**src/rtl/stk_pkg.sv**
```systemverilog
// Shared constants, byte codes and character-class functions for the source tokenizer.
// Used by stk_core, source_tokenizer and stk_checker; depends on nothing else.
package stk_pkg;

	localparam int OFFSET_BITS_DEF = 20;
	localparam int COLUMN_BITS_DEF = 16;

	localparam logic [7:0] CH_LF     = 8'h0A;
	localparam logic [7:0] CH_HASH   = 8'h23;
	localparam logic [7:0] CH_QUOTE  = 8'h22;
	localparam logic [7:0] CH_BSLASH = 8'h5C;
	localparam logic [7:0] CH_DOT    = 8'h2E;
	localparam logic [7:0] CH_UNDER  = 8'h5F;
	localparam logic [7:0] CH_BTICK  = 8'h60;

	// Where the pending token starts after a byte.
	typedef enum logic [1:0] {
		NS_KEEP,
		NS_HERE,
		NS_AFTER
	} next_start_t;

	function automatic logic is_op(input logic [7:0] c);
		logic r;
		unique case (c)
			8'h21, 8'h24, 8'h25, 8'h26, 8'h2A, 8'h2B, 8'h2D, 8'h2F, 8'h3A,
			8'h3B, 8'h3C, 8'h3D, 8'h3E, 8'h3F, 8'h40, 8'h5E, 8'h7C, 8'h7E: r = 1'b1;
			default: r = 1'b0;
		endcase
		return r;
	endfunction

	function automatic logic is_digit(input logic [7:0] c);
		return (c >= 8'h30) && (c <= 8'h39);
	endfunction

	function automatic logic is_num(input logic [7:0] c);
		return is_digit(c) || (c == CH_DOT);
	endfunction

	function automatic logic is_word_byte(input logic [7:0] c);
		return is_digit(c) || ((c >= 8'h41) && (c <= 8'h5A)) ||
			((c >= 8'h61) && (c <= 8'h7A)) || (c == CH_UNDER) || (c == CH_BTICK);
	endfunction

	function automatic logic is_space(input logic [7:0] c);
		return (c == 8'h20) || ((c >= 8'h09) && (c <= 8'h0D));
	endfunction

	function automatic logic is_punct(input logic [7:0] c);
		logic r;
		unique case (c)
			8'h2C, CH_BSLASH, 8'h28, 8'h29, 8'h5B, 8'h5D, 8'h7B, 8'h7D: r = 1'b1;
			default: r = 1'b0;
		endcase
		return r;
	endfunction

endpackage

```
**src/rtl/stk_core.sv**
```systemverilog
// Tokenizer state registers and the per-byte decision logic: up to two result words per byte.
// Depends on stk_pkg (byte codes, class functions, next_start_t).
module stk_core #(
	parameter int OFFSET_BITS = stk_pkg::OFFSET_BITS_DEF,
	parameter int COLUMN_BITS = stk_pkg::COLUMN_BITS_DEF,
	parameter int TDATA_W     = 80
) (
	input  logic               clk,
	input  logic               arst_n,
	input  logic [7:0]         ch,
	input  logic               eoc,
	input  logic               commit,
	output logic [1:0]         res_count,
	output logic [TDATA_W-1:0] res0,
	output logic [TDATA_W-1:0] res1
);

	localparam int OB = OFFSET_BITS;
	localparam int CB = COLUMN_BITS;
	localparam logic [OB-1:0] OFF_MAX = {OB{1'b1}};
	localparam logic [CB-1:0] COL_MAX = {CB{1'b1}};

	logic          in_comment_q, in_string_q, esc_q, all_num_q;
	logic [7:0]    prev_q;
	logic [OB-1:0] ws_q, idx_q, line_q;
	logic [CB-1:0] col_q;

	logic          in_comment_d, in_string_d, esc_d, all_num_d;
	logic [OB-1:0] ws_d, idx_d, line_d;
	logic [CB-1:0] col_d;

	stk_pkg::next_start_t ns;
	logic          pending, split;
	logic          p0_en, p1_en, p2_en;
	logic [OB:0]   p0_len, p2_len;
	logic [OB-1:0] p2_line;
	logic [CB-1:0] p2_col;
	logic [TDATA_W-1:0] w0, w1, w2;

	always_comb begin
		pending      = ws_q < idx_q;
		in_comment_d = in_comment_q;
		in_string_d  = in_string_q;
		esc_d        = esc_q;
		ns           = stk_pkg::NS_KEEP;
		p0_en        = 1'b0;
		p0_len       = {1'b0, idx_q} - {1'b0, ws_q};
		p1_en        = 1'b0;
		split = pending && ((stk_pkg::is_op(prev_q) && !stk_pkg::is_op(ch)) ||
			(stk_pkg::is_num(prev_q) && !stk_pkg::is_num(ch)) ||
			(stk_pkg::is_word_byte(prev_q) && !stk_pkg::is_word_byte(ch) &&
			(!all_num_q || ch != stk_pkg::CH_DOT)));

		if (in_comment_q) begin
			if (ch == stk_pkg::CH_LF)
				in_comment_d = 1'b0;
			ns = stk_pkg::NS_AFTER;
		end else if (in_string_q) begin
			if (esc_q) begin
				esc_d = 1'b0;
			end else if (ch == stk_pkg::CH_QUOTE) begin
				// close the string: quote belongs to the token
				p0_en       = 1'b1;
				p0_len      = {1'b0, idx_q} - {1'b0, ws_q} + (OB+1)'(1);
				in_string_d = 1'b0;
				ns          = stk_pkg::NS_AFTER;
			end else if (ch == stk_pkg::CH_BSLASH) begin
				esc_d = 1'b1;
			end
		end else if (ch == stk_pkg::CH_HASH) begin
			p0_en        = pending;
			in_comment_d = 1'b1;
			ns           = stk_pkg::NS_AFTER;
		end else if (stk_pkg::is_space(ch)) begin
			p0_en = pending;
			ns    = stk_pkg::NS_AFTER;
		end else if (stk_pkg::is_punct(ch)) begin
			p0_en = pending;
			p1_en = 1'b1;
			ns    = stk_pkg::NS_AFTER;
		end else if (ch == stk_pkg::CH_QUOTE) begin
			p0_en       = pending;
			in_string_d = 1'b1;
			ns          = stk_pkg::NS_HERE;
		end else if (split) begin
			p0_en = 1'b1;
			ns    = stk_pkg::NS_HERE;
		end

		idx_d = (idx_q == OFF_MAX) ? OFF_MAX : idx_q + OB'(1);
		unique case (ns)
			stk_pkg::NS_AFTER: begin
				ws_d      = idx_d;
				all_num_d = 1'b1;
			end
			stk_pkg::NS_HERE: begin
				ws_d      = idx_q;
				all_num_d = stk_pkg::is_num(ch);
			end
			default: begin
				ws_d      = ws_q;
				all_num_d = all_num_q && stk_pkg::is_num(ch);
			end
		endcase

		if (ch == stk_pkg::CH_LF) begin
			line_d = (line_q == OFF_MAX) ? OFF_MAX : line_q + OB'(1);
			col_d  = CB'(1);
		end else begin
			line_d = line_q;
			col_d  = (col_q == COL_MAX) ? COL_MAX : col_q + CB'(1);
		end

		// flush of the pending token after the last byte
		p2_en   = eoc && (ws_d < idx_d) && !in_comment_d;
		p2_len  = {1'b0, idx_d} - {1'b0, ws_d};
		p2_line = line_d;
		p2_col  = col_d;

		w0 = TDATA_W'({col_q, line_q, p0_len, ws_q});
		w1 = TDATA_W'({col_q, line_q, (OB+1)'(1), idx_q});
		w2 = TDATA_W'({p2_col, p2_line, p2_len, ws_d});

		res_count = 2'(p0_en) + 2'(p1_en) + 2'(p2_en);
		res0 = p0_en ? w0 : (p1_en ? w1 : w2);
		res1 = (p0_en && p1_en) ? w1 : w2;
	end

	always_ff @(posedge clk or negedge arst_n) begin
		if (!arst_n) begin
			in_comment_q <= 1'b0;
			in_string_q  <= 1'b0;
			esc_q        <= 1'b0;
			prev_q       <= stk_pkg::CH_LF;
			ws_q         <= '0;
			all_num_q    <= 1'b1;
			idx_q        <= '0;
			line_q       <= OB'(1);
			col_q        <= CB'(1);
		end else if (commit) begin
			if (eoc) begin
				// text done: start over at offset 0, line 1, column 1
				in_comment_q <= 1'b0;
				in_string_q  <= 1'b0;
				esc_q        <= 1'b0;
				prev_q       <= stk_pkg::CH_LF;
				ws_q         <= '0;
				all_num_q    <= 1'b1;
				idx_q        <= '0;
				line_q       <= OB'(1);
				col_q        <= CB'(1);
			end else begin
				in_comment_q <= in_comment_d;
				in_string_q  <= in_string_d;
				esc_q        <= esc_d;
				prev_q       <= ch;
				ws_q         <= ws_d;
				all_num_q    <= all_num_d;
				idx_q        <= idx_d;
				line_q       <= line_d;
				col_q        <= col_d;
			end
		end
	end

endmodule

```
**src/rtl/source_tokenizer.sv**
```systemverilog
// Flow: a byte accepted into the input stage has its first token word loaded into the output register once it is free.
// Throughput: one byte per cycle while the output is not stalled; a byte that closes two tokens holds the input stage
// until its second word is loaded, one per output word, since the single output register takes one word a cycle.
// Reset: arst_n clears the input stage, output register and tokenizer state at once
// (offset 0, line 1, column 1, no pending token).
// Top level: input register, stk_core decision logic, output register. Depends on stk_pkg.
module source_tokenizer #(
	parameter int OFFSET_BITS = stk_pkg::OFFSET_BITS_DEF,
	parameter int COLUMN_BITS = stk_pkg::COLUMN_BITS_DEF,
	localparam int RAW_W      = 3 * OFFSET_BITS + 1 + COLUMN_BITS,
	localparam int TDATA_W    = ((RAW_W + 7) / 8) * 8
) (
	input  logic               clk,
	input  logic               arst_n,
	input  logic               s_axis_tvalid,
	output logic               s_axis_tready,
	input  logic [7:0]         s_axis_tdata,  // [7:0] ch
	input  logic               s_axis_tlast,  // end_of_code
	output logic               m_axis_tvalid,
	input  logic               m_axis_tready,
	output logic [TDATA_W-1:0] m_axis_tdata,  // token_start, token_length, line_number,
	                                          // column_number, zero pad
	output logic               m_axis_tlast   // last_of_run
);

	logic       valid_s1, phase_q;
	logic [7:0] ch_s1;
	logic       eoc_s1;
	logic [1:0] res_count;
	logic [TDATA_W-1:0] res0, res1;
	logic       out_free, emit, done, is_last;
	logic       out_valid_q, out_last_q;
	logic [TDATA_W-1:0] out_data_q;

	stk_core #(
		.OFFSET_BITS(OFFSET_BITS),
		.COLUMN_BITS(COLUMN_BITS),
		.TDATA_W    (TDATA_W)
	) u_core (
		.clk      (clk),
		.arst_n   (arst_n),
		.ch       (ch_s1),
		.eoc      (eoc_s1),
		.commit   (done),
		.res_count(res_count),
		.res0     (res0),
		.res1     (res1)
	);

	always_comb begin
		out_free = !out_valid_q || m_axis_tready;
		is_last  = (res_count == 2'd1) || phase_q;
		emit     = valid_s1 && (res_count != 2'd0) && out_free;
		done     = valid_s1 && ((res_count == 2'd0) || (emit && is_last));
		s_axis_tready = !valid_s1 || done;
	end

	always_ff @(posedge clk or negedge arst_n) begin
		if (!arst_n) begin
			valid_s1 <= 1'b0;
			phase_q  <= 1'b0;
		end else begin
			if (s_axis_tready)
				valid_s1 <= s_axis_tvalid;
			if (done)
				phase_q <= 1'b0;
			else if (emit)
				phase_q <= 1'b1;
		end
	end

	always_ff @(posedge clk) begin
		if (s_axis_tready && s_axis_tvalid) begin
			ch_s1  <= s_axis_tdata;
			eoc_s1 <= s_axis_tlast;
		end
	end

	always_ff @(posedge clk or negedge arst_n) begin
		if (!arst_n)
			out_valid_q <= 1'b0;
		else if (out_free)
			out_valid_q <= emit;
	end

	always_ff @(posedge clk) begin
		if (emit) begin
			out_data_q <= phase_q ? res1 : res0;
			out_last_q <= is_last;
		end
	end

	assign m_axis_tvalid = out_valid_q;
	assign m_axis_tdata  = out_data_q;
	assign m_axis_tlast  = out_last_q;

endmodule

```
**config.mk**
```make
export PLATFORM = sky130hd
export DESIGN_NAME = source_tokenizer
export DESIGN_NICKNAME = d
export VERILOG_FILES = /design/src/rtl/stk_pkg.sv /design/src/rtl/stk_core.sv /design/src/rtl/source_tokenizer.sv
export SDC_FILE = /design/constraint.sdc
export NUM_CORES = 1
export LEC_CHECK = 0
export BUFFER_PORTS_ARGS = -buffer_cell sky130_fd_sc_hd__buf_2
export CORE_ASPECT_RATIO = 0.5
export CORE_UTILIZATION = 57
export CTS_CLUSTER_DIAMETER = 40
export DETAILED_ROUTE_END_ITERATION = 8
export PLACE_DENSITY_LB_ADDON = 0.1
export SYNTH_ARGS = -nofsm -noshare
export SYNTH_HDL_FRONTEND = slang
export SYNTH_SLANG_ARGS = --single-unit
```
**constraint.sdc**
```tcl
create_clock -name clk -period 16.15 [get_ports clk]
set_input_delay 0.8075 -clock clk [delete_from_list [all_inputs] [get_ports clk]]
set_output_delay 0.8075 -clock clk [all_outputs]
set_load 0.03 [all_outputs]
```
Yosys cells after proc, flatten, opt, wreduce, memory -nomap -nowiden
Cells that the tools add are included.
Widths: inputs -> output; s select.
Storage, ports and cells
  flip-flop bits (word level): 181
  word-level logic and storage cells: 229
Cells by class
  add/sub/neg operators: 8
  $lt $le $gt $ge: 16
  eq/ne operators: 62
  multiplexer cells: 72
  reduce and logical (&&, ||, !) cells: 55
Operators with widths (count)
  $eq 8x6->1 const B: 36
  $mux 80: 2
  $mux 77: 2
  $eq 8x7->1 const B: 17
  $mux 20: 6
  $mux 21: 4
  $mux 16: 3
  $mux 1: 44
  $sub 20x20->21: 2
  $add 20x1->20 const B: 2
  $eq 20x20->1 const B: 2
  $lt 20x20->1: 2
  $pmux 20 s2: 1
  $reduce_or 18->1: 2
  $ge 8x7->1 const B: 4
  $le 8x7->1 const B: 4
  $add 21x1->21 const B: 1
  $logic_and 1x1->1: 21
  $logic_or 1x1->1: 18
  $add 16x1->16 const B: 1
  $eq 16x16->1 const B: 1
  $ge 8x6->1 const B: 2
  $le 8x6->1 const B: 2
  $mux 2: 8
  17 further kinds: 26

Depth between registers and ports, before layout
Gate-level depths: netlist of run 1.
  word-level depth: 32
  gate-level depth with buffers: 40
  depth with buffers taken out: 36

Modules after synthesis
Synthesis of run 1 repeated with hierarchy kept, for this count alone.
Second synthesis, totals
  cells, all modules: 1625
  area, all modules: 13997.2 um^2
By module, submodules not included
  stk_core: times used 1, cells each 1426, area each 10134.7 um^2, seq. area each 2208.4 um^2
  source_tokenizer: times used 1, cells each 199, area each 3862.5 um^2, seq. area each 2777.7 um^2

Worst setup path after synthesis of run 1
No wires, ideal clock.
  kind: flip-flop to output port
  from: reg u_core.idx_q[8]
  to: out s_axis_tready
  arrival time: 11.138 ns
  data required time: 15.342 ns
  path slack: 4.204 ns
  stages on the path, launching flop included: 32
  path buffers: 3
  cell sequence: dfrtp_1 -> ha_1 -> clkbuf_1 -> a21o_1 -> a31oi_1 -> and3_1 -> o21ai_1 -> a21oi_1 -> o21a_1 -> o31ai_1 -> nand3_1 -> ha_1 -> clkbuf_1 -> buf_1 -> nor2_1 -> a21oi_1 -> ha_1 -> nor2b_1 -> o21ai_0 -> a21o_1 -> a21oi_1 -> a311oi_2 -> o211ai_2 -> a311o_1 -> nand4_1 -> a21o_1 -> fa_1 -> nand2_1 -> nand2_1 -> a21oi_1 -> a21oi_1 -> o21ai_0
On the way
  word-level cells in the longest chain between the ends: 22
  elaborated cells between the ends (all ways): 37
RTL lines
  start, declared: line stk_core.sv:25  | logic [OB-1:0] ws_q, idx_q, line_q;
  start signal, assigned: line stk_core.sv:159  | idx_q <= idx_d;
  $lt 20x20->1: line stk_core.sv:41  | pending = ws_q < idx_q;
  $logic_and 1x1->1: line stk_core.sv:49  | split = pending && ((stk_pkg::is_op(prev_q) && !stk_pkg::is_op(ch)) ||
  $mux 1: line stk_core.sv:85  | end else if (split) begin
  $mux 2: line stk_core.sv:81  | end else if (ch == stk_pkg::CH_QUOTE) begin
  $mux 2: line stk_core.sv:77  | end else if (stk_pkg::is_punct(ch)) begin
  $mux 2: line stk_core.sv:74  | end else if (stk_pkg::is_space(ch)) begin
  $mux 2: line stk_core.sv:70  | end else if (ch == stk_pkg::CH_HASH) begin
  $mux 2: line stk_core.sv:58  | end else if (in_string_q) begin
  [6 not listed]
  $add 2x1->2 (*): line stk_core.sv:124  | res_count = 2'(p0_en) + 2'(p1_en) + 2'(p2_en);
  $reduce_bool 2->1 (*): line source_tokenizer.sv:53  | emit = valid_s1 && (res_count != 2'd0) && out_free;
  $logic_and 1x1->1 (*) (2 in series): line source_tokenizer.sv:53
  net emit: line source_tokenizer.sv:31  | logic out_free, emit, done, is_last;
  $logic_and 1x1->1 (*): line source_tokenizer.sv:54  | done = valid_s1 && ((res_count == 2'd0) || (emit && is_last));
  $logic_or 1x1->1 (*): line source_tokenizer.sv:54
  $logic_and 1x1->1 (*): line source_tokenizer.sv:54
  $logic_or 1x1->1 (*): line source_tokenizer.sv:55  | s_axis_tready = !valid_s1 || done;
  end, declared: line source_tokenizer.sv:16  | output logic s_axis_tready,
Mark *: on every way through the listed nets, which the timed path passes. The rest lies on a longest branch.

Final worst setup path of run 1
  from: reg u_core.idx_q[8]
  to: reg u_core.ws_q[0]
On the way
  word-level cells in the longest chain between the ends: 21
  elaborated cells between the ends (all ways): 37
RTL lines
  $lt 20x20->1: line stk_core.sv:41
  $logic_and 1x1->1: line stk_core.sv:49
  $mux 1: line stk_core.sv:85
  $mux 2: line stk_core.sv:81
  $mux 2: line stk_core.sv:77
  $mux 2: line stk_core.sv:74
  $mux 2: line stk_core.sv:70
  $mux 2: line stk_core.sv:58
  [4 not listed]
  $logic_and 1x1->1 (2 in series): line stk_core.sv:115  | p2_en = eoc && (ws_d < idx_d) && !in_comment_d;
  $add 2x1->2 (*): line stk_core.sv:124
  $reduce_bool 2->1 (*): line source_tokenizer.sv:53
  $logic_and 1x1->1 (*) (2 in series): line source_tokenizer.sv:53
  net emit: line source_tokenizer.sv:31
  $logic_and 1x1->1 (*): line source_tokenizer.sv:54
  $logic_or 1x1->1 (*): line source_tokenizer.sv:54
  $logic_and 1x1->1 (*): line source_tokenizer.sv:54
  end signal, assigned: line stk_core.sv:157  | ws_q <= ws_d;
  end, declared: line stk_core.sv:25
Marked as above.
A chain may end at the register's enable or synchronous reset.

==> impl_metrics.yaml, run 1 <==
floorplanning:
  die_h_microns: 106
  core-area_sq_um: 21000
  pin_count: 96
  die_w_microns: 211
  initial_utilization: 0.593
  dieArea_sq_um: 22400
  rows: 37
yosys:
  yosysUniqueCellTypes: 92
  synth_top_area_frac: 0.210
  synth-main-ff-cell: "edfxtp_1"
  syn_inst: 1400
  synth_area_sq_um: 12400
  ys_seq_area_frac: 0.394
  synth.avg_cell_area_sq_um: 8.88
  synth_area_leaders: "edfxtp_1 21%, dfrtp_1 17%, a21oi_1 6.2%"
  synth_edf_count: 87
  ys_ff_latch: 178
  synth_top_area_cell: "edfxtp_1"
  synthArstFlopShare: 0.511
  ys.warnings.count: 0
drt:
  dr.pass1.iters: 5
  drcViolationCount: 0
  totalWireLength_mm: 36.5
  vias: 11400
  drt-initial-drc-count: 1226
  route.antenna.remaining_nets: 0
  wl_per_cell_microns: 21.0
  avgViaCountPerCell: 6.58
final_layout:
  regArea_sq_um: 4900
  nFillCells: 1768
  multiInputGateArea_sq_um: 6930
  layout_commonest_cell: "a21oi_1"
  nets: 1491
  utilization: 0.646
  area_delta_synth_final_pct: 9.03
  most-common-layout-cells: "153 x a21oi_1, 152 x nand2_1, 101 x nor2_1"
  drive_gt1_frac: 0.130
global_route:
  grt_start_max_net_pins: 79
  gr-total-overflow: 0
  antenna_found_initial: 2
  grt_first_pass_wirelength_mm: 57.3
  first_global_vias: 10400
  grt_use_total: 0.334
clock_network:
  cts.htree.levels: 4
  cts_num_sinks: 178
  cts_resized: 0
  postCtsSetupBuffers: 0
  cts_buffer_depth: 2
  path_clk_slew_ns: 0.07
  clk-insertion-delay-late_ns: 0.47
  numCtsBuffers: 17
  hold_buffers: 0
  cts_root_buffer: "clkbuf_16"
  cts_tree: "done"
timing:
  min_period_ns: 9.56
  setup_tns_ns: 0
  finalHoldViolCount: 0
  layout_worst_path_cycle_share: 0.592
  rsz0062_at_grt: "false"
  setup_viol: 0
  max_freq_mhz: 105
  fin_skew_ns: 0.0131
  worst_pin_slew_ns: 1.19
  hold-worst-slack_ns: 0.250
  slew-limit-headroom: 0.208
  drv_slew: 0
placed_design:
  port_buffers: 92
  gp_congestion: 0.965
  dp_hpwl_mm: 25.2
worst_setup_path:
  cpMaxStageDelayCell: "nand2b_1"
  path_max_fanout: 78
  cp.required_ns: 16.51
  critical_path_class: "register to register"
  critPathLaunchType: "register"
  cp_slowest_stage_delay_ns: 0.80
  crit_top_cell: "a21oi_1"
  critPathCaptureType: "register"
  crit_path_start: "u_core.idx_q[8]$_DFFE_PN0P_"
  cp_data_arrival_time_ns: 9.92
  r2r-start: "u_core.idx_q[8]$_DFFE_PN0P_"
pwr:
  intPower_mw: 1.56
  max-vdd-ir-drop_mv: 0.162
  switchingPower_mw: 1.65
  power.share.clock: 0.141
  p_leak_nw: 5.67
  comb_power_share: 0.605
  seqPwrFrac: 0.254
  powerDensity_nw_per_um2: 237
  swShare: 0.513
status:
  status: "finished clean"
job:
  cap_violations: 0
hold_path:
  worstHoldPathType: "primary input to asynchronous set/reset pin"
## through the flow
stage	setup WS [ns]	power, mW	cells	area, sq um
after floorplan	4.20	2.24	1402	12400
after global placement	7.15	2.69	1703	12900
after detailed placement	6.92	2.72	1703	12900
after CTS	6.87	3.18	1735	13500
after global routing	6.04	3.38	1735	13500
final	6.59	3.21	1736	13600
## worst max-delay path: cells and delay by family (launching register included)
kind,cells,cell delay (ns)
compound gates,18,3.83
fa+ha+maj,4,2.14
simple gates,10,2.09
buf+inv,2,0.79
flops,1,0.56
## kinds of logic after synthesis
family | count (synthesis) | share of synthesized area
AO/OA/AOI/OAI | 467 | 0.253
XOR/XNOR | 62 | 0.0443
adder cells (fa/ha/maj) | 48 | 0.0501
buffers and inverters | 147 | 0.0503
flip-flops | 178 | 0.394
multiplexers | 8 | 0.00685
other | 1 | 0.000302
AND/OR/NAND/NOR | 489 | 0.201
## per-layer routing
metal	wire, microns	GRT usage
met4	590	0.0989
met2	15600	0.488
met1	16400	0.473
met3	3860	0.102
met5	14	0
## power groups by stage
stage | combinational (mW) | clock (mW) | sequential, mW
2_1_floorplan | 1.22 | 0 | 1.02
3_3_place_gp | 1.88 | 0 | 0.813
3_5_place_dp | 1.90 | 0 | 0.818
4_1_cts | 1.91 | 0.456 | 0.812
5_1_grt | 2.08 | 0.472 | 0.831
6_report | 1.94 | 0.452 | 0.813
## final timing paths
kind                                                 to  slack, ns  cells after the start
setup / recovery             u_core.ws_q[0]$_DFFE_PN0P_       6.59                     34
hold / removal             u_core.line_q[7]$_DFFE_PN0P_       0.25                      1
setup reg to reg             u_core.ws_q[0]$_DFFE_PN0P_       6.59                     34
hold reg to reg            u_core.all_num_q$_DFFE_PN1P_       0.49                      2
max in group asynchronous    u_core.ws_q[4]$_DFFE_PN0P_      14.63                      2
min in group clk           u_core.all_num_q$_DFFE_PN1P_       0.49                      2
## sequential cells by signal, summed over array words and instances, names as in the netlist
signal,flops
ch_s1,8
eoc_s1,1
m_axis_tdata,77
m_axis_tlast,1
m_axis_tvalid,1
phase_q,1
u_core.all_num_q,1
u_core.col_q,16
u_core.esc_q,1
u_core.idx_q,20
u_core.in_comment_q,1
u_core.in_string_q,1
u_core.line_q,20
u_core.prev_q,8
u_core.ws_q,20
valid_s1,1
## cell usage after synthesis (19+ instances only)
master and count:
inv_1 54, xor2_1 31, nor3_1 29, buf_2 19, o22ai_1 42, a31oi_1 24
nand3_1 41, nor2_1 101, xnor2_1 30, ha_1 45, nand2_1 153, and3_1 23
a21o_1 25, clkbuf_1 56, edfxtp_1 87, dfrtp_1 86, nand4_1 25, a21oi_1 154
o21ai_0 53
## final cells by class
type	instances	share of cell area
Sequential cell	178	0.361
Clock buffer	19	0.0335
Inverter	55	0.0152
Multi-Input combinational cell	1077	0.511
Timing Repair Buffer	101	0.0391
Tap cell	292	0.0270
Antenna cell	1	0.000185
Clock inverter	13	0.0123
Power figures use the tool's default switching activity.
==> inputs of run 2 (changes only) <==
==> constraint.sdc (replaced) <==
create_clock -name clk -period 9.55 [get_ports clk]
set_input_delay 0.4775 -clock clk [delete_from_list [all_inputs] [get_ports clk]]
set_output_delay 0.4775 -clock clk [all_outputs]
set_load 0.03 [all_outputs]
==> run 2 against run 1 <==
Net effect:
- the flow now finishes with violations (hold timing)
- clock skew down 0.0047 ns
- count of clock-buffer cells in the layout is 2 lower
- die area is the same
- utilization is 0.11 points lower
- sequential share of layout area increased by 0.060 points
- critical path type unchanged
- sequential power up 69%
- hold slack lost 0.26 ns
- global-route usage is 0.56 points lower
- largest cell class unchanged
==> impl_metrics.yaml, run 2 (same netlist as run 1, synthesis figures left out) <==
status:
  status: "complete, but fails checks"
  violations: "hold timing"
final_layout:
  layout_commonest_cell: "a21oi_1"
  utilization: 0.645
  drive_gt1_frac: 0.133
  area_delta_synth_final_pct: 8.85
  largest_register_ff_count: 77
  final_cells: 1741
  most-common-layout-cells: "153 x a21oi_1, 152 x nand2_1, 101 x nor2_1"
  nets: 1497
  n_antenna_cell: 0
timing:
  worst_pin_slew_ns: 1.17
  setup_viol: 0
  drv_slew: 0
  rsz0062_at_grt: "false"
  layout_worst_path_cycle_share: 0.913
  setup_tns_ns: 0
  finalHoldViolCount: 6
  min_period_ns: 8.72
  max_freq_mhz: 115
  hold-worst-slack_ns: -0.00910
  fin_skew_ns: 0.00836
  slew-limit-headroom: 0.220
pwr:
  powerDensity_nw_per_um2: 396
  max-vdd-ir-drop_mv: 0.273
  finalPower_mw: 5.36
  p_leak_nw: 5.67
worst_setup_path:
  cp_data_arrival_time_ns: 9.11
  critPathCaptureType: "register"
  cp_slowest_stage_delay_ns: 0.71
  cpMaxStageDelayCell: "buf_4"
  r2r-start: "u_core.idx_q[4]$_DFFE_PN0P_"
  critPathLaunchType: "register"
  path_max_fanout: 77
  crit_path_start: "u_core.idx_q[4]$_DFFE_PN0P_"
  cp.required_ns: 9.94
  crit_top_cell: "a21oi_1"
  critical_path_class: "register to register"
clock_network:
  cts_buffer_depth: 2
  cts_tree: "done"
  postCtsSetupBuffers: 0
  path_clk_slew_ns: 0.07
  cts_resized: 0
  clk-insertion-delay-late_ns: 0.47
  cts_root_buffer: "clkbuf_16"
  numCtsBuffers: 17
  hold_buffers: 0
  cts_num_sinks: 178
  cts.htree.levels: 4
drt:
  wl_per_cell_microns: 20.8
  drt-initial-drc-count: 1324
  totalWireLength_mm: 36.2
  dr.pass1.iters: 6
  drcViolationCount: 0
  route.antenna.remaining_nets: 0
  vias: 11500
  avgViaCountPerCell: 6.61
floorplanning:
  die_w_microns: 211
  pin_count: 96
  dieArea_sq_um: 22400
  core-area_sq_um: 21000
  rows: 37
  die_h_microns: 106
  initial_utilization: 0.593
global_route:
  first_global_vias: 10300
  grt_use_total: 0.328
  grt_first_pass_wirelength_mm: 56.3
  gr-total-overflow: 0
  grt_start_max_net_pins: 79
  antenna_found_initial: 1
placed_design:
  dp_hpwl_mm: 24.9
  gp_congestion: 0.998
  port_buffers: 92
  dp.cells: 1709
hold_path:
  worstHoldPathType: "primary input to asynchronous set/reset pin"
job:
  cap_violations: 0
[run 2: area by class of cell]
type                    instances  area (sq um)
fillers                      1746          7440
multi-input cells            1077          6930
flip-flops and latches        178          4900
repair buffers                107           576
clock buffers                  17           425
well taps                     292           365
inverters                      55           206
clock inverters                15           130
[run 2: critical path: cells and delay by family (launching register included)]
| kind | cells | cell delay (ns) |
|---|---|---|
| buffers and inverters | 2 | 0.77 |
| and+or+nand+nor | 10 | 1.53 |
| AOI/OAI and AO/OA | 19 | 4.08 |
| DFF | 1 | 0.51 |
| adders and majority gates | 4 | 1.74 |
[run 2: path summary, 6_finish.rpt]
kind	endpoint	slack, ns	cells past startpoint
min reg2reg	u_core.all_num_q$_DFFE_PN1P_	0.49	2
max reg2reg	u_core.line_q[1]$_DFFE_PN0P_	0.83	35
min	u_core.line_q[8]$_DFFE_PN0P_	-0.009	1
max	u_core.line_q[1]$_DFFE_PN0P_	0.83	35
max in group asynchronous	u_core.ws_q[13]$_DFFE_PN0P_	8.40	2
min in group clk	ch_s1[6]$_DFFE_PP_	0.19	1
[run 2: where the power goes]
group	internal, mW	total [mW]	switching (mW)
Sequential	1.22	1.37	0.145
Clock	0.361	0.688	0.327
Combinational	0.991	3.31	2.32
Total	2.57	5.36	2.79
[run 2: per-layer routing]
| layer | track usage | vias up | part of all wire |
|---|---|---|---|
| met3 | 0.0993 | 56 | 0.11 |
| met5 | 0 | - | 0.00022 |
| met1 | 0.464 | 5512 | 0.45 |
| li1 | - | 5330 | - |
| met2 | 0.485 | 611 | 0.43 |
| met4 | 0.0901 | 2 | 0.016 |
[run 2: stage by stage]
stage	worst slack (ns)	hold WS [ns]	area (sq um)
2_1_floorplan	0.460	0.182	12400
3_3_place_gp	1.30	0.463	13000
3_5_place_dp	1.05	0.472	13000
4_1_cts	0.993	0.00765	13500
5_1_grt	0.298	0.0232	13500
6_report	0.828	-0.00910	13500
